## src/design/hysteresis_thermostat_regulator_assert.svh

```systemverilog
// Assertion macros used by the regulator RTL.
`ifndef HYSTERESIS_THERMOSTAT_REGULATOR_ASSERT_SVH
`define HYSTERESIS_THERMOSTAT_REGULATOR_ASSERT_SVH
`ifndef ASSERT_OFF
`define HTR_ASSERT_IMPL(label, clk, rst_n, ante, cons) \
  label: assert property (@(posedge clk) disable iff (!rst_n) (ante) |-> (cons)) \
    else $error("htr assertion failed");
`define HTR_ASSERT_NEXT(label, clk, rst_n, ante, cons) \
  label: assert property (@(posedge clk) disable iff (!rst_n) (ante) |=> (cons)) \
    else $error("htr assertion failed");
`else
`define HTR_ASSERT_IMPL(label, clk, rst_n, ante, cons)
`define HTR_ASSERT_NEXT(label, clk, rst_n, ante, cons)
`endif
`endif

```

## src/design/htr_pkg.sv

```systemverilog
`timescale 1ns / 1ps
package htr_pkg;

  localparam int SAMPLE_BITS  = 9;
  localparam int DUTY_MAX     = 100;
  localparam int DUTY_W       = 7;
  localparam int TEMP_LIMIT   = 100;
  localparam int TEMP_CLAMPED = 101;
  localparam int DUTY_RESET   = 100;

  // Signed width that holds any reading, band edge or their difference.
  localparam int RD_W   = SAMPLE_BITS + 2;
  // Width of the duty product: difference times an 8-bit signed gain.
  localparam int PROD_W = RD_W + 8;

  localparam int CFG_IDX_W  = 3;
  localparam int CFG_DATA_W = 8;

  localparam logic [CFG_IDX_W-1:0] REG_CHANNEL_ENABLE  = 3'd0;
  localparam logic [CFG_IDX_W-1:0] REG_REGULATION_MODE = 3'd1;
  localparam logic [CFG_IDX_W-1:0] REG_INVERT          = 3'd2;
  localparam logic [CFG_IDX_W-1:0] REG_THRESHOLD       = 3'd3;
  localparam logic [CFG_IDX_W-1:0] REG_HYSTERESIS      = 3'd4;
  localparam logic [CFG_IDX_W-1:0] REG_CUTOFF          = 3'd5;
  localparam logic [CFG_IDX_W-1:0] REG_GAIN            = 3'd6;
  localparam logic [CFG_IDX_W-1:0] REG_OUTPUT_ASSIGNED = 3'd7;

  typedef struct packed {
    logic       channel_enable;
    logic       regulation_mode;
    logic       invert;
    logic [6:0] threshold;
    logic [5:0] hysteresis;
    logic [7:0] cutoff;
    logic [6:0] gain;
    logic       output_assigned;
  } htr_cfg_t;

  typedef struct packed {
    logic              drive;
    logic [DUTY_W-1:0] duty;
    logic              allowed;
    logic [1:0]        band_exit;
  } htr_state_t;

endpackage

```

## src/design/htr_core.sv

```systemverilog
`timescale 1ns / 1ps
module htr_core import htr_pkg::*; (
  input  htr_cfg_t               cfg,
  input  logic [SAMPLE_BITS-1:0] raw_sample,
  input  logic                   sensor_kind,
  input  logic                   sensor_ok,
  input  htr_state_t             state_cur,
  output htr_state_t             state_nxt,
  output logic                   force_off
);

  logic [SAMPLE_BITS-2:0]   half;
  logic signed [RD_W-1:0]   rd;
  logic signed [RD_W-1:0]   lo;
  logic signed [RD_W-1:0]   hi;
  logic signed [RD_W-1:0]   cut_m1;
  logic signed [RD_W-1:0]   diff;
  logic signed [7:0]        gain_s;
  logic signed [PROD_W-1:0] prod;
  logic [DUTY_W-1:0]        duty_clamped;
  logic                     on_side;
  logic                     off_side;
  logic                     exit_flag;

  assign half   = raw_sample[SAMPLE_BITS-1:1];
  assign rd     = (sensor_kind == 1'b1) ? $signed(RD_W'(raw_sample)) :
                  (half >= (SAMPLE_BITS-1)'(TEMP_LIMIT)) ? $signed(RD_W'(TEMP_CLAMPED)) :
                  $signed(RD_W'(half));
  assign lo     = $signed(RD_W'(cfg.threshold)) - $signed(RD_W'(cfg.hysteresis));
  assign hi     = $signed(RD_W'(cfg.threshold)) + $signed(RD_W'(cfg.hysteresis));
  assign cut_m1 = $signed(RD_W'(cfg.cutoff)) - $signed(RD_W'(1));

  // Distance from the band edge on the drive-off side, scaled by the gain.
  assign diff   = cfg.invert ? (rd - lo) : (hi - rd);
  assign gain_s = $signed({1'b0, cfg.gain});
  assign prod   = diff * gain_s;

  always_comb begin
    if (prod < $signed(PROD_W'(0))) begin
      duty_clamped = '0;
    end else if (prod > $signed(PROD_W'(DUTY_MAX))) begin
      duty_clamped = DUTY_W'(DUTY_MAX);
    end else begin
      duty_clamped = prod[DUTY_W-1:0];
    end
  end

  // Heating turns on at or below the low edge; cooling mirrors it.
  assign on_side   = cfg.invert ? (rd >= hi) : (rd <= lo);
  assign off_side  = cfg.invert ? (rd < lo) : (rd > hi);
  assign exit_flag = state_cur.band_exit[cfg.regulation_mode];

  always_comb begin
    state_nxt = state_cur;
    force_off = 1'b0;
    if (cfg.channel_enable && cfg.output_assigned) begin
      if (!sensor_ok) begin
        // A temperature fault drops the drive; a humidity fault holds all.
        if (!sensor_kind) begin
          state_nxt.drive = 1'b0;
        end
      end else begin
        if (cfg.regulation_mode) begin
          state_nxt.duty = duty_clamped;
        end
        if (on_side) begin
          state_nxt.drive = 1'b1;
          state_nxt.band_exit[cfg.regulation_mode] = 1'b0;
        end else if (off_side) begin
          state_nxt.drive = 1'b0;
          state_nxt.band_exit[cfg.regulation_mode] = 1'b1;
        end else begin
          state_nxt.drive = !exit_flag;
        end
        if (rd >= cut_m1) begin
          state_nxt.allowed = 1'b0;
          force_off = 1'b1;
        end else begin
          state_nxt.allowed = 1'b1;
        end
      end
    end
  end

endmodule

```

## src/design/hysteresis_thermostat_regulator.sv

```systemverilog
`timescale 1ns / 1ps
// Single-channel thermostat regulator with hysteresis and proportional duty.
// Input channel: in_valid/in_stall carry one sensor reading per item
// (in_raw_sample, in_sensor_kind, in_sensor_ok). Each item gives exactly one
// result item on out_valid/out_stall: drive on/off, duty percent, output
// allowed flag and a one-item force-off pulse.
// Configuration: cfg_we writes cfg_wdata into register cfg_index at a clock
// edge; write only while no item is in flight.
// The result is registered: one input register, then the decision logic
// (compare, one small multiply, clamp) feeding the regulator state and
// result registers. Throughput is one item per cycle while the receiver
// does not stall; the regulator state updated by one item is used by the
// next item.
// When the receiver stalls, the result holds and one more item may wait in
// the input register; after that in_stall rises until the result is taken.
// Synchronous reset (rst_n low) empties both stages and restores the
// register defaults and the regulator state: drive off, duty 100, output
// allowed, band exit flags clear.
`include "hysteresis_thermostat_regulator_assert.svh"
module hysteresis_thermostat_regulator import htr_pkg::*; (
  input  logic                   clk,
  input  logic                   rst_n,
  input  logic                   in_valid,
  output logic                   in_stall,
  input  logic [SAMPLE_BITS-1:0] in_raw_sample,
  input  logic                   in_sensor_kind,
  input  logic                   in_sensor_ok,
  output logic                   out_valid,
  input  logic                   out_stall,
  output logic                   out_drive_on,
  output logic [DUTY_W-1:0]      out_duty_percent,
  output logic                   out_output_allowed,
  output logic                   out_force_off,
  input  logic                   cfg_we,
  input  logic [CFG_IDX_W-1:0]   cfg_index,
  input  logic [CFG_DATA_W-1:0]  cfg_wdata
);

  htr_cfg_t               cfg_r;
  logic                   s1_valid_r;
  logic                   s1_valid_nxt;
  logic [SAMPLE_BITS-1:0] s1_raw_r;
  logic                   s1_kind_r;
  logic                   s1_ok_r;
  logic                   out_valid_r;
  logic                   out_valid_nxt;
  logic                   force_off_r;
  logic                   force_off_nxt;
  htr_state_t             state_r;
  htr_state_t             state_nxt;
  logic                   in_take;
  logic                   advance;

  // The result stage can take a new item whenever it is empty or being read.
  assign advance  = s1_valid_r && !(out_valid_r && out_stall);
  assign in_stall = s1_valid_r && out_valid_r && out_stall;
  assign in_take  = in_valid && !in_stall;

  always_comb begin
    if (in_take) begin
      s1_valid_nxt = 1'b1;
    end else if (advance) begin
      s1_valid_nxt = 1'b0;
    end else begin
      s1_valid_nxt = s1_valid_r;
    end
    if (advance) begin
      out_valid_nxt = 1'b1;
    end else if (!out_stall) begin
      out_valid_nxt = 1'b0;
    end else begin
      out_valid_nxt = out_valid_r;
    end
  end

  // Configuration registers; every index names one register.
  always_ff @(posedge clk) begin
    if (!rst_n) begin
      cfg_r.channel_enable  <= 1'b0;
      cfg_r.regulation_mode <= 1'b0;
      cfg_r.invert          <= 1'b0;
      cfg_r.threshold       <= 7'd25;
      cfg_r.hysteresis      <= 6'd0;
      cfg_r.cutoff          <= 8'd100;
      cfg_r.gain            <= 7'd10;
      cfg_r.output_assigned <= 1'b0;
    end else if (cfg_we) begin
      case (cfg_index)
        REG_CHANNEL_ENABLE:  cfg_r.channel_enable  <= cfg_wdata[0];
        REG_REGULATION_MODE: cfg_r.regulation_mode <= cfg_wdata[0];
        REG_INVERT:          cfg_r.invert          <= cfg_wdata[0];
        REG_THRESHOLD:       cfg_r.threshold       <= cfg_wdata[6:0];
        REG_HYSTERESIS:      cfg_r.hysteresis      <= cfg_wdata[5:0];
        REG_CUTOFF:          cfg_r.cutoff          <= cfg_wdata[7:0];
        REG_GAIN:            cfg_r.gain            <= cfg_wdata[6:0];
        REG_OUTPUT_ASSIGNED: cfg_r.output_assigned <= cfg_wdata[0];
        default: begin
        end
      endcase
    end
  end

  // Input register.
  always_ff @(posedge clk) begin
    if (!rst_n) begin
      s1_valid_r <= 1'b0;
    end else begin
      s1_valid_r <= s1_valid_nxt;
    end
  end

  always_ff @(posedge clk) begin
    if (in_take) begin
      s1_raw_r  <= in_raw_sample;
      s1_kind_r <= in_sensor_kind;
      s1_ok_r   <= in_sensor_ok;
    end
  end

  htr_core u_core (
    .cfg         (cfg_r),
    .raw_sample  (s1_raw_r),
    .sensor_kind (s1_kind_r),
    .sensor_ok   (s1_ok_r),
    .state_cur   (state_r),
    .state_nxt   (state_nxt),
    .force_off   (force_off_nxt)
  );

  // The regulator state doubles as the result payload: it only moves when a
  // new result is loaded, so a stalled result stays put.
  always_ff @(posedge clk) begin
    if (!rst_n) begin
      out_valid_r       <= 1'b0;
      force_off_r       <= 1'b0;
      state_r.drive     <= 1'b0;
      state_r.duty      <= DUTY_W'(DUTY_RESET);
      state_r.allowed   <= 1'b1;
      state_r.band_exit <= '0;
    end else begin
      out_valid_r <= out_valid_nxt;
      if (advance) begin
        force_off_r <= force_off_nxt;
        state_r     <= state_nxt;
      end
    end
  end

  assign out_valid          = out_valid_r;
  assign out_drive_on       = state_r.drive;
  assign out_duty_percent   = state_r.duty;
  assign out_output_allowed = state_r.allowed;
  assign out_force_off      = force_off_r;

  `HTR_ASSERT_IMPL(a_duty_range, clk, rst_n, 1'b1, state_r.duty <= DUTY_W'(DUTY_MAX))
  `HTR_ASSERT_IMPL(a_force_blocks, clk, rst_n, out_valid_r && force_off_r, !state_r.allowed)
  `HTR_ASSERT_IMPL(a_stall_full, clk, rst_n, in_stall, s1_valid_r && out_valid_r)
  `HTR_ASSERT_NEXT(a_state_hold, clk, rst_n, !advance, $stable(state_r) && $stable(force_off_r))

endmodule

```

## config.mk

```make
export PLATFORM = sky130hd
export DESIGN_NAME = hysteresis_thermostat_regulator
export DESIGN_NICKNAME = d
export VERILOG_FILES = /design/src/design/htr_pkg.sv /design/src/design/htr_core.sv /design/src/design/hysteresis_thermostat_regulator.sv
export VERILOG_INCLUDE_DIRS = /design/src /design/src/design
export SDC_FILE = /design/constraint.sdc
export NUM_CORES = 1
export LEC_CHECK = 0
export BUFFER_PORTS_ARGS = -buffer_cell sky130_fd_sc_hd__buf_2
export CORE_ASPECT_RATIO = 1.4
export CORE_MARGIN = 1.5
export CORE_UTILIZATION = 35
export CTS_CLUSTER_SIZE = 30
export DETAILED_ROUTE_END_ITERATION = 16
export PLACE_DENSITY = 0.62
export SYNTH_ARGS = -nofsm -noshare
export SYNTH_HDL_FRONTEND = slang
export SYNTH_HIERARCHICAL = 1
export SYNTH_SLANG_ARGS = --single-unit
```

## constraint.sdc

```tcl
create_clock -name clk -period 8.7 [get_ports clk]
set_clock_uncertainty 0.15 [all_clocks]
set_input_delay 1.74 -clock clk [delete_from_list [all_inputs] [get_ports clk]]
set_output_delay 1.74 -clock clk [all_outputs]
set_load 0.02 [all_outputs]
```

Word level (Yosys, flattened, before mapping)
Index checks and enable logic that the tools add are counted.
{ "classes": {"bitwise_logic": 3, "muxes": 25, "multipliers": 1, "reduce_logical": 25, "n_eq_ne": 9, "n_lt_le_gt_ge": 10, "addsub": 5} }
{ "ops": {"columns": ["operator", "n"], "rows": [
  ["$ge 11x11->1", 2],
  ["$mux 11", 2],
  ["$sub 11x11->11", 2],
  ["$gt 19x8->1 const B", 1],
  ["$lt 19x1->1 const B", 1],
  ["$mul 11x8->19", 1],
  ["$mux 1", 17],
  ["$reduce_and 2->1", 8],
  ["$mux 7", 2],
  ["$eq 3x3->1 const B", 4],
  ["$gt 11x11->1", 1],
  ["$le 11x11->1", 1],
  ["$lt 11x11->1", 1],
  ["$sub 8x1->9 const B", 1],
  ["$add 7x6->8", 1],
  ["$ge 8x7->1 const B", 1],
  ["$mux 8", 1],
  ["$reduce_and 4->1", 2],
  ["$sub 7x6->8", 1],
  ["$logic_and 1x1->1", 7],
  ["$eq 3x2->1 const B", 2],
  ["$reduce_and 3->1", 2],
  ["$mux 2", 2],
  ["$ne 2x1->1 const B", 2],
  ["other kinds (10)", 13]
]} }
{ "word_totals": {"output_inout_bits": 12, "in_bits": 27, "wordCells": 96, "register_bits": 57} }

Logic depth before layout (Yosys ltp)
Gate-level depths: netlist (run 1).
{ "logic_depth": {"ltp_word": 9, "ltp_mapped": 40, "ltp_nobuf": 38} }

Hierarchy
The synthesis (run 1) kept the hierarchy.
{ "by_module_without_submodules": {"columns": ["mod", "cells_each", "area_each_um2", "n_inst", "seq_area_each_um2"], "rows": [
  ["htr_core", 712, 5522.8, 1, 0.0],
  ["hysteresis_thermostat_regulator", 210, 2301.0, 1, 1251.2]
]} }

Worst setup path before layout (run 1)
Ideal clock, no wire load.
{ "synth_timing": {"kind": "flip-flop to flip-flop", "from": "reg cfg_r[16] in the netlist's numbering", "to": "reg state_r, in the netlist out_duty_percent[0]", "setup_time_ns": 0.072, "synth_period_minus_slack_ns": 8.273, "path_stages_with_launch": 37, "t_arrival_ns": 8.051, "path_slack_ns": 0.427, "required_ns": 8.478, "path_buffers": 2, "cell_sequence": "dfxtp_1 ha_1 inv_1 fa_1 nand2_1 nand2_1 a21oi_1 o21bai_1 a21oi_1 xnor2_1 ha_1 clkbuf_1 o2111a_1 a2111oi_2 o21bai_1 xnor2_1 a21oi_1 clkbuf_1 nand2_1 fa_1 inv_1 fa_1 fa_1 inv_1 fa_1 inv_1 ha_1 a21oi_1 o32a_1 o221ai_1 a2111oi_0 o2111ai_1 or4_4 nor4b_4 a32o_1 nand2_1 mux2i_1"} }
{ "synth_between": {"elab_chain_cells": 7, "elab_cells_between_ends": 10, "cone_classes": "add/sub: 4; mul: 1; order compare: 2; mux: 3"} }
{ "synth_rtl": {"columns": ["element", "line_no", "text"], "rows": [
  ["start, declared", "hysteresis_thermostat_regulator.sv:39", "htr_cfg_t cfg_r;"],
  ["$add 7x6->8 or $sub 7x6->8 (tied branches)", "htr_core.sv:30, htr_core.sv:29", null],
  ["$sub 11x11->11", "htr_core.sv:34", "assign diff = cfg.invert ? (rd - lo) : (hi - rd);"],
  ["$mux 11 *", "htr_core.sv:34", null],
  ["$mul 11x8->19 *", "htr_core.sv:36", "assign prod = diff * gain_s;"],
  ["$gt 19x8->1", "htr_core.sv:41", "end else if (prod > $signed(PROD_W'(DUTY_MAX))) begin"],
  ["$mux 7", "htr_core.sv:41", null],
  ["$mux 7 *", "htr_core.sv:39", "if (prod < $signed(PROD_W'(0))) begin"],
  ["end signal, assigned", "hysteresis_thermostat_regulator.sv:144", "state_r <= state_nxt;"],
  ["end, declared", "hysteresis_thermostat_regulator.sv:49", "htr_state_t state_r;"]
]} }
Mark *: on every way between the ends. The rest lies on a longest branch, timed or not.
A chain may end at the register's enable or synchronous reset.

Final worst setup path (run 1)
{ "layout_timing": {"from": "reg cfg_r[22] in the netlist's numbering", "to": "reg state_r, in the netlist out_duty_percent[2]"} }
The elaborated chain is that of the path after synthesis.

==> results.json, run 1 <==
{
  "layout.nets": 1137,
  "synth_top_family_by_area": "adder cells",
  "cp-end-kind": "flip-flop",
  "routed_wl_mm": 19.27,
  "drtAntennaViolNets": 0,
  "antenna_found_initial": 0,
  "synth_compound_area_frac": 0.1369,
  "crit_family": "adder cells",
  "rr_startpoint": "cfg_r[22]$_SDFFE_PN1P_",
  "yosysSeqAreaShare": 0.1599,
  "r2r-end": "out_duty_percent[2]$_SDFFE_PN1P_",
  "wl_per_cell_um": 15.08,
  "worstPathRequired_ns": 8.75,
  "die_w_um": 129.4,
  "critical_path_arrival_ns": 8.34,
  "row_count": 64,
  "critical_path_class": "flip-flop to flip-flop",
  "p_per_area_mw_per_mm2": 204.4,
  "grt_start_max_net_pins": 74,
  "drc": 0,
  "firstDrtPassIters": 5,
  "vias": 6475,
  "ff2ff_path_depth": 35,
  "seqCellArea_sq_mm": 0.001254,
  "min_period_ns": 8.294,
  "setup_violations": 0,
  "slew_headroom": 0.3046,
  "yosys.area_share.simple": 0.2277,
  "gp_congestion": 0.8840,
  "finalHoldViolCount": 0,
  "peakVddDrop_uv": 242.4,
  "clk_pin_slew_ns": 0.06,
  "netlist.area_leader.share": 0.1612,
  "grt_pass1_wl_mm": 32.08,
  "grtUsageTotal": 0.1732,
  "yosys_warnings": 6,
  "areaGrowthSynthToFinish_pct": 16.10,
  "cts_made_buffers": 9,
  "cts_sinks": 57,
  "fp.dieH_um": 179.9,
  "overflow": 0,
  "yosysTopAreaCell": "fa_1",
  "cp_max_fo": 6,
  "post-route-period-util": 0.9533,
  "insertion_delay_ns": 0.34,
  "place_ws_ns": -0.1598,
  "synth_fa_ha_area_frac": 0.2773,
  "antenna_cells": 0,
  "cts_buffer_depth": 2,
  "drv_cap": 0,
  "cts_max_level": 3,
  "power.total_mw": 1.857,
  "setup_tns_ns": 0,
  "path_buf_inv": 9,
  "syn-num-nets": 1083,
  "min_path_type": "flip-flop to flip-flop",
  "worstMarginPinSlew_ns": 1.040,
  "drive_gt1_frac": 0.1682,
  "synth_cell_type_count": 81,
  "avgSynthCellArea_sq_um": 8.486,
  "reg2reg_slack_ns": 0.41,
  "min_path_cells": 2,
  "hpwl_mm": 15.48,
  "drv_slew": 0,
  "muxShareOfSynthArea": 0.06429,
  "status": "completed",
  "cts_root_buf": "clkbuf_16",
  "cp_slowest_stage_delay_ns": 0.56,
  "fill_cells": 2207,
  "synth_seq_cells": 57,
  "async_flop_share": 0,
  "viasPerCell": 5.067,
  "syn_inst": 922,
  "placeableCoreArea_sq_mm": 0.02186,
  "yosys.area_share.xor_xnor": 0.04478,
  "synth-edff-count": 11,
  "first_iter_violations": 269,
  "setup_ws_ns": 0.4062,
  "slowest_stage": "fa_1",
  "cts_tree": "done",
  "grt_pass1_vias": 6683,
  "p_leak_nw": 3.992,
  "ys_dominant_reg_cell": "dfxtp_1",
  "portBuffers": 38,
  "synth.top_cells.by_area": "fa_1, dfxtp_1, ha_1, mux2i_1, inv_1",
  "pin_count": 39,
  "fmax_mhz": 120.6,
  "syn_area_sq_mm": 0.007824,
  "multi_input_area_sq_mm": 0.006141,
  "hp-start": "out_force_off$_SDFFE_PN0P_",
  "dieArea_sq_mm": 0.02327,
  "start_util": 0.3579,
  "crit_top_cell": "inv_1",
  "whs_endpoint": "out_force_off$_SDFFE_PN0P_",
  "cp-start-kind": "flip-flop"
}
[area by class of cell]
class | instances | share of cell area
Multi-Input combinational cell | 700 | 0.6760
Tap cell | 297 | 0.04091
Clock buffer | 11 | 0.02906
Inverter | 120 | 0.04959
Sequential cell | 57 | 0.1380
Timing Repair Buffer | 88 | 0.06226
Clock inverter | 5 | 0.004132
[synth_stat cells, drive strengths merged, types with 4 or more instances]
cell type	n
nand2	96
buf	24
nor4b	5
ha	71
inv	120
nand4	11
nand2b	9
xor2	10
and3	5
fa	63
clkbuf	21
o21bai	5
a2111oi	5
nor2b	51
nor3	13
nand3	26
a211oi	8
a21boi	4
nor4	5
and2	41
o31ai	5
dfxtp	46
or4b	6
o311ai	5
edfxtp	11
o21a	9
mux2i	48
or4	4
nor3b	4
nor2	28
a31oi	6
a22o	4
xnor2	30
a21o	6
o21ai	22
a21oi	36
or3	6
[report_power, final]
group / switching (mW) / internal [mW]
sequential: 0.00924 / 0.277
combinational: 0.675 / 0.547
clock: 0.131 / 0.218
[what timing repair did]
item,4_1_cts,5_1_grt
setup endpoints to repair,7,7
buffers inserted,0,16
hold buffers,0,0
gates resized for setup,4,51
pin swaps,0,27
[flip-flops by register name, summed over array words and instances, names as in the netlist]
register	cells
cfg_r	32
out_drive_on	1
state_r	2
out_duty_percent	7
out_valid	1
out_output_allowed	1
s1_raw_r	9
s1_ok_r	1
s1_kind_r	1
out_force_off	1
s1_valid_r	1
[logic make-up (layout without fill, tap and decap cells)]
group	after synthesis	in the layout
multiplexers	50	50
AND/OR/NAND/NOR	325	325
flip-flops	57	57
adder cells (fa/ha/maj)	136	136
AO/OA/AOI/OAI	149	149
XOR/XNOR	40	40
buffers and inverters	165	224
[placed cells by master (no fill, tap or decap), drive strengths merged, types with 8 or more instances in the layout]
cell,synthesis,routed
a211oi,8,8
a21oi,36,36
and2,41,41
buf,24,88
clkbuf,21,11
dfxtp,46,46
edfxtp,11,11
fa,63,63
ha,71,71
inv,120,120
mux2i,48,48
nand2,96,96
nand2b,9,9
nand3,26,26
nand4,11,11
nor2,28,28
nor2b,51,51
nor3,13,13
o21a,9,9
o21ai,22,22
xnor2,30,30
xor2,10,10
[tightest hold or removal path, cell delays in order (launching register included)]
cell,delay [ns]
dfxtp_1,0.30
nand2_1,0.05
mux2i_1,0.05
[how the worst max path moves through the flow]
stage | from | slack (ns) | to | cells past startpoint
6_report | cfg_r[22]$_SDFFE_PN1P_ | 0.41 | out_duty_percent[2]$_SDFFE_PN1P_ | 35
3_5_place_dp | cfg_r[17]$_SDFFE_PN0P_ | -0.16 | out_duty_percent[0]$_SDFFE_PN0P_ | 32
4_1_cts | cfg_r[17]$_SDFFE_PN0P_ | 0.05 | out_duty_percent[0]$_SDFFE_PN0P_ | 33
2_1_floorplan | cfg_r[16]$_SDFFE_PN0P_ | 0.43 | out_duty_percent[0]$_SDFFE_PN0P_ | 36
3_3_place_gp | cfg_r[17]$_SDFFE_PN0P_ | 0.02 | out_duty_percent[0]$_SDFFE_PN0P_ | 33
5_1_grt | cfg_r[22]$_SDFFE_PN1P_ | -0.06 | out_duty_percent[0]$_SDFFE_PN0P_ | 34
[per-stage QoR]
stage | util | area, sq um | instances | hold slack, ns
final | 0.4155 | 9084 | 1278 | 0.3066
after global routing | 0.4155 | 9084 | 1278 | 0.3320
after CTS | 0.3990 | 8723 | 1262 | 0.3118
after detailed placement | 0.3840 | 8394 | 1246 | 0.3038
after global placement | 0.3840 | 8394 | 1246 | 0.2975
after floorplan | - | 7824 | 922 | 0.2966
[routing by layer]
| layer | vias up | GRT usage | routed length [um] |
|---|---|---|---|
| met5 | - | 0 | 0 |
| met4 | 0 | 0.08090 | 745 |
| met3 | 34 | 0.01845 | 346 |
| met2 | 83 | 0.3277 | 10470 |
| met1 | 3114 | 0.1880 | 7711 |
| li1 | 3244 | - | - |
No activity file was read; power rests on OpenSTA's default activity.
==> inputs of run 2 (changes only) <==
Settings changed: CORE_ASPECT_RATIO 1.4 to 1.5.
==> run 2 against run 1 <==
  * Non-clock buffer count fell by 1
  * Routed wire length rose by 6.3%
  * Maximum frequency fell by 0.44%
  * Sequential share of layout area barely moved
  * Global-route usage rose by 0.57 points
  * Cell count fell by 2.0%
  * Critical path depth fell by 3
  * Setup slack got worse by 0.037 ns
  * Register-to-register slack got worse by 0.04 ns
  * First-iteration DRC count fell by 0.37%
==> results.json, run 2 (synthesized netlist as in run 1, its figures left out) <==
{
  "status": "completed",
  "drv_slew": 0,
  "finalHoldViolCount": 0,
  "viasPerCell": 5.315,
  "layout.nets": 1136,
  "areaGrowthSynthToFinish_pct": 16.09,
  "start_util": 0.3589,
  "routed_wl_mm": 20.48,
  "cp_slowest_stage_delay_ns": 0.55,
  "grt_pass1_vias": 6817,
  "min_path_type": "flip-flop to flip-flop",
  "post-route-period-util": 0.9575,
  "cts_max_level": 3,
  "placeableCoreArea_sq_mm": 0.02180,
  "pin_count": 39,
  "overflow": 0,
  "fmax_mhz": 120.0,
  "antenna_found_initial": 0,
  "wl_per_cell_um": 16.36,
  "cp_max_fo": 5,
  "drv_cap": 0,
  "first_iter_violations": 268,
  "grtUsageTotal": 0.1789,
  "combPwrFrac": 0.659,
  "place_ws_ns": -0.3037,
  "portBuffers": 38,
  "final_cell_mix": "inv_1, nand2_1, fa_1, ha_1",
  "seqPwrFrac": 0.146,
  "grt_pass1_wl_mm": 33.17,
  "die_w_um": 125.1,
  "slew_headroom": 0.2495,
  "largest-register": "cfg_r",
  "p_sw_uw": 856.4,
  "gp_congestion": 0.8978,
  "power.internal_mw": 1.104,
  "slowest_stage": "fa_1",
  "placed_area_sq_mm": 0.008393,
  "grt_start_max_net_pins": 74,
  "setup_violations": 0,
  "largest_reg_flops": 32,
  "reg2reg_slack_ns": 0.37,
  "crit_top_cell": "fa_1",
  "drc": 0,
  "cp-start-kind": "flip-flop",
  "antenna_cells": 0,
  "worstMarginPinSlew_ns": 1.122,
  "setup_ws_ns": 0.3696,
  "clk_pin_slew_ns": 0.05,
  "drtAntennaViolNets": 0,
  "vias": 6654,
  "hpwl_mm": 16.39,
  "critical_path_arrival_ns": 8.45,
  "critical_path_class": "flip-flop to flip-flop",
  "mostFrequentLayoutCell": "inv_1",
  "fp.dieH_um": 186.1,
  "cts_tree": "done",
  "cts_root_buf": "clkbuf_16",
  "swShare": 0.4368,
  "p_leak_nw": 3.998,
  "final_area_sq_mm": 0.009082,
  "dieArea_sq_mm": 0.02328,
  "row_count": 66,
  "drive_gt1_frac": 0.1755,
  "clkPwrFrac": 0.194,
  "insertion_delay_ns": 0.34,
  "cts_buffer_depth": 2,
  "cts_sinks": 57,
  "p_per_area_mw_per_mm2": 215.9,
  "cp-end-kind": "flip-flop",
  "peakVddDrop_uv": 181.4,
  "firstDrtPassIters": 5,
  "cts_made_buffers": 9,
  "min_period_ns": 8.330,
  "worstPathRequired_ns": 8.82
}
-- run 2: metal layers --
metal,vias to the layer above,track usage,wire (um)
met5,-,0,0
met4,0,0.08864,798
met3,47,0.01523,394
met2,127,0.3670,11670
met1,3231,0.1777,7624
li1,3249,-,-
-- run 2: power groups by stage --
stage / clock (mW) / sequential, mW / combinational (mW)
detailed placement: 0 / 0.292 / 1.15
global placement: 0 / 0.292 / 1.14
floorplan: 0 / 0.288 / 0.830
CTS: 0.390 / 0.286 / 1.16
global route: 0.400 / 0.288 / 1.45
finish: 0.381 / 0.287 / 1.29
-- run 2: worst max-delay path: cells and delay by family (launching register included) --
family                     cells  cell delay [ns]
AOI/OAI and AO/OA             11             2.38
xor gates and xnor gates       1             0.14
adders and majority gates      8             3.17
buffers and inverters          4             0.33
DFF                            1             0.33
muxes                          1             0.14
and+or+nand+nor                7             1.63
-- run 2: metrics by stage --
stage | util | std cells | hold WS (ns) | TNS [ns] | power, mW
final | 0.4166 | 1252 | 0.3057 | 0 | 1.961
after global routing | 0.4166 | 1252 | 0.3468 | -0.05046 | 2.140
after CTS | 0.4005 | 1241 | 0.3079 | 0 | 1.834
after detailed placement | 0.3850 | 1225 | 0.3047 | -1.871 | 1.438
after global placement | 0.3850 | 1225 | 0.2950 | -1.099 | 1.429
after floorplan | - | 922 | 0.2966 | 0 | 1.118
-- run 2: layout make-up --
class	count	area (sq um)
clock buffers	11	264.0
clock inverters	5	60.06
fillers	2233	12720
inverters	120	450.4
multi-input cells	700	6156
flip-flops and latches	57	1254
well taps	272	340.3
repair buffers	87	558.0
-- run 2: path summary, 6_finish.rpt --
path	cells past startpoint	to	start
worst min register to register	2	out_force_off$_SDFFE_PN0P_	out_force_off$_SDFFE_PN0P_
worst min-delay path	2	out_force_off$_SDFFE_PN0P_	out_force_off$_SDFFE_PN0P_
worst max-delay path	32	out_duty_percent[0]$_SDFFE_PN0P_	cfg_r[16]$_SDFFE_PN0P_
worst max register to register	32	out_duty_percent[0]$_SDFFE_PN0P_	cfg_r[16]$_SDFFE_PN0P_
-- run 2: timing repair --
item | in CTS | in global routing
pin swaps | 0 | 34
gates resized for setup | 4 | 56
setup buffers | 0 | 11
hold buffers | 0 | 0
setup endpoints to repair | 7 | 7
==> inputs of run 3 (changes only) <==
Settings changed: ABC_AREA set to 1, PLACE_DENSITY 0.62 to 0.6.
Clock period 8.7 ns to 8.5 ns, I/O delays scaled along.
==> run 3 against run 2 <==
  * Synthesized area down 3.0%
  * Critical endpoint is now out_duty_percent[5]$_SDFFE_PN1P_
  * Synthesized cell count is 21% higher
  * Via count up 2.1%
  * Count of clock-buffer cells in the layout is the same
  * Sequential power grew 5%
==> results.json, run 3 <==
{
  "place_ws_ns": 0.7871,
  "syn_inst": 1113,
  "cts_max_level": 3,
  "synth-edff-count": 11,
  "min_path_type": "flip-flop to flip-flop",
  "overflow": 0,
  "min_path_cells": 2,
  "p_leak_nw": 4.438,
  "avgSynthCellArea_sq_um": 6.820,
  "grt_pass1_vias": 6900,
  "cts_resized": 0,
  "yosys_warnings": 6,
  "cts_sinks": 57,
  "die_w_um": 123.2,
  "placeableCoreArea_sq_mm": 0.02115,
  "power.total_mw": 2.065,
  "portBuffers": 38,
  "setup_violations": 0,
  "syn-num-nets": 1274,
  "ff2ff_path_depth": 38,
  "post-cts-setup-buffers": 0,
  "pin_count": 39,
  "cts_made_buffers": 9,
  "grt_setup_unrepaired": "false",
  "start_util": 0.3590,
  "critical_path_class": "flip-flop to flip-flop",
  "mostFrequentLayoutCell": "nand2_1",
  "peakVddDrop_uv": 183.0,
  "drtAntennaViolNets": 0,
  "drv_slew": 0,
  "cts_buffer_depth": 2,
  "first_iter_violations": 221,
  "placed_area_sq_mm": 0.007991,
  "antenna_found_initial": 0,
  "synth_seq_cells": 57,
  "yosysSeqAreaShare": 0.1648,
  "drv_cap": 0,
  "yosys-top-cells-count": "nand2_1, inv_1, nor2_1",
  "clk_pin_slew_ns": 0.06,
  "yosysMostFrequentCell": "nand2_1",
  "drc": 0,
  "final_util": 0.3920,
  "antenna_cells": 0,
  "largest-register": "cfg_r",
  "final_cell_mix": "nand2_1, inv_1, nor2_1",
  "insertion_delay_ns": 0.34,
  "setup_tns_ns": 0,
  "slowest_stage": "fa_1",
  "p_per_area_mw_per_mm2": 249.1,
  "cts_root_buf": "clkbuf_16",
  "final_area_sq_mm": 0.008288,
  "vias": 6791,
  "synth_cell_type_count": 50,
  "status": "completed",
  "grt_start_max_net_pins": 46,
  "crit_top_cell": "nand2_1",
  "setup_ws_ns": 0.7474,
  "critical_path_arrival_ns": 7.80,
  "row_count": 65,
  "worstPathRequired_ns": 8.54,
  "async_flop_share": 0,
  "dieArea_sq_mm": 0.02260,
  "worstMarginPinSlew_ns": 0.7662,
  "cp-end-kind": "flip-flop",
  "finalHoldViolCount": 0,
  "firstDrtPassIters": 7,
  "areaGrowthSynthToFinish_pct": 9.181,
  "cp_max_fo": 6,
  "synth.top_cells.by_area": "fa_1, dfxtp_1, ha_1, nand2_1, inv_1",
  "routed_wl_mm": 19.72,
  "cp_slowest_stage_delay_ns": 0.54,
  "largest_reg_flops": 32,
  "ys_dominant_reg_cell": "dfxtp_1",
  "wl_per_cell_um": 13.93,
  "grt_pass1_wl_mm": 32.24,
  "grtUsageTotal": 0.1857,
  "cp-start-kind": "flip-flop",
  "cts_tree": "done",
  "slew_headroom": 0.4892,
  "post-route-period-util": 0.9121,
  "fp.dieH_um": 183.4,
  "min_period_ns": 7.753,
  "hpwl_mm": 16.94,
  "gp_congestion": 0.9101,
  "viasPerCell": 4.796,
  "syn_area_sq_mm": 0.007591,
  "fmax_mhz": 129.0,
  "drive_gt1_frac": 0.07927,
  "netlist.area_leader.share": 0.1661,
  "yosysTopAreaCell": "fa_1",
  "layout.nets": 1304,
  "hold_buffers": 0
}
==> run 3: power by group <==
group / internal, mW / switching, mW / leakage (nW)
combinational: 0.518 / 0.883 / 3.81
sequential: 0.289 / 0.0129 / 0.483
clock: 0.233 / 0.128 / 0.146
==> run 3: layer usage <==
metal  global-route usage  wire [um]  vias to the layer above
li1                     -          -                     3504
met1               0.1829       7392                     3138
met2               0.3591      10800                      106
met3              0.01959        367                       43
met4               0.1163       1154                        0
met5                    0          0                        -
==> run 3: kinds of logic after synthesis <==
kind of cell | Yosys count | share of synthesized area
flops | 57 | 0.1648
fa+ha+maj | 134 | 0.2832
compound gates | 105 | 0.08175
simple gates | 539 | 0.3033
buf+inv | 244 | 0.1277
xor+xnor | 34 | 0.03923
==> run 3: critical path, delay by kind of cell (launching register included) <==
family	cells	cell delay [ns]
XOR/XNOR	1	0.17
buffers and inverters	5	0.34
AO/OA/AOI/OAI	11	1.92
adder cells (fa/ha/maj)	8	3.18
flip-flops	1	0.35
AND/OR/NAND/NOR	13	1.48
==> run 3: layout make-up <==
type | instances | area, sq um
fillers | 2322 | 12860
multi-input cells | 812 | 5370
flip-flops and latches | 57 | 1251
inverters | 225 | 844.6
well taps | 268 | 335.3
clock buffers | 11 | 242.7
repair buffers | 38 | 190.2
clock inverters | 5 | 53.80
==> run 3: worst paths after layout <==
| check | startpoint | endpoint | slack, ns |
|---|---|---|---|
| worst max-delay path | cfg_r[16]$_SDFFE_PN0P_ | out_duty_percent[5]$_SDFFE_PN1P_ | 0.75 |
| worst min-delay path | cfg_r[8]$_SDFFE_PN0P_ | cfg_r[8]$_SDFFE_PN0P_ | 0.33 |
| worst max register to register | cfg_r[16]$_SDFFE_PN0P_ | out_duty_percent[5]$_SDFFE_PN1P_ | 0.75 |
| worst min register to register | cfg_r[8]$_SDFFE_PN0P_ | cfg_r[8]$_SDFFE_PN0P_ | 0.33 |
==> run 3: through the flow <==
step           hold WS (ns)  instances
2_1_floorplan        0.3019       1113
3_3_place_gp         0.3162       1400
3_5_place_dp         0.3187       1400
4_1_cts              0.3322       1416
5_1_grt              0.3587       1416
6_report             0.3294       1416
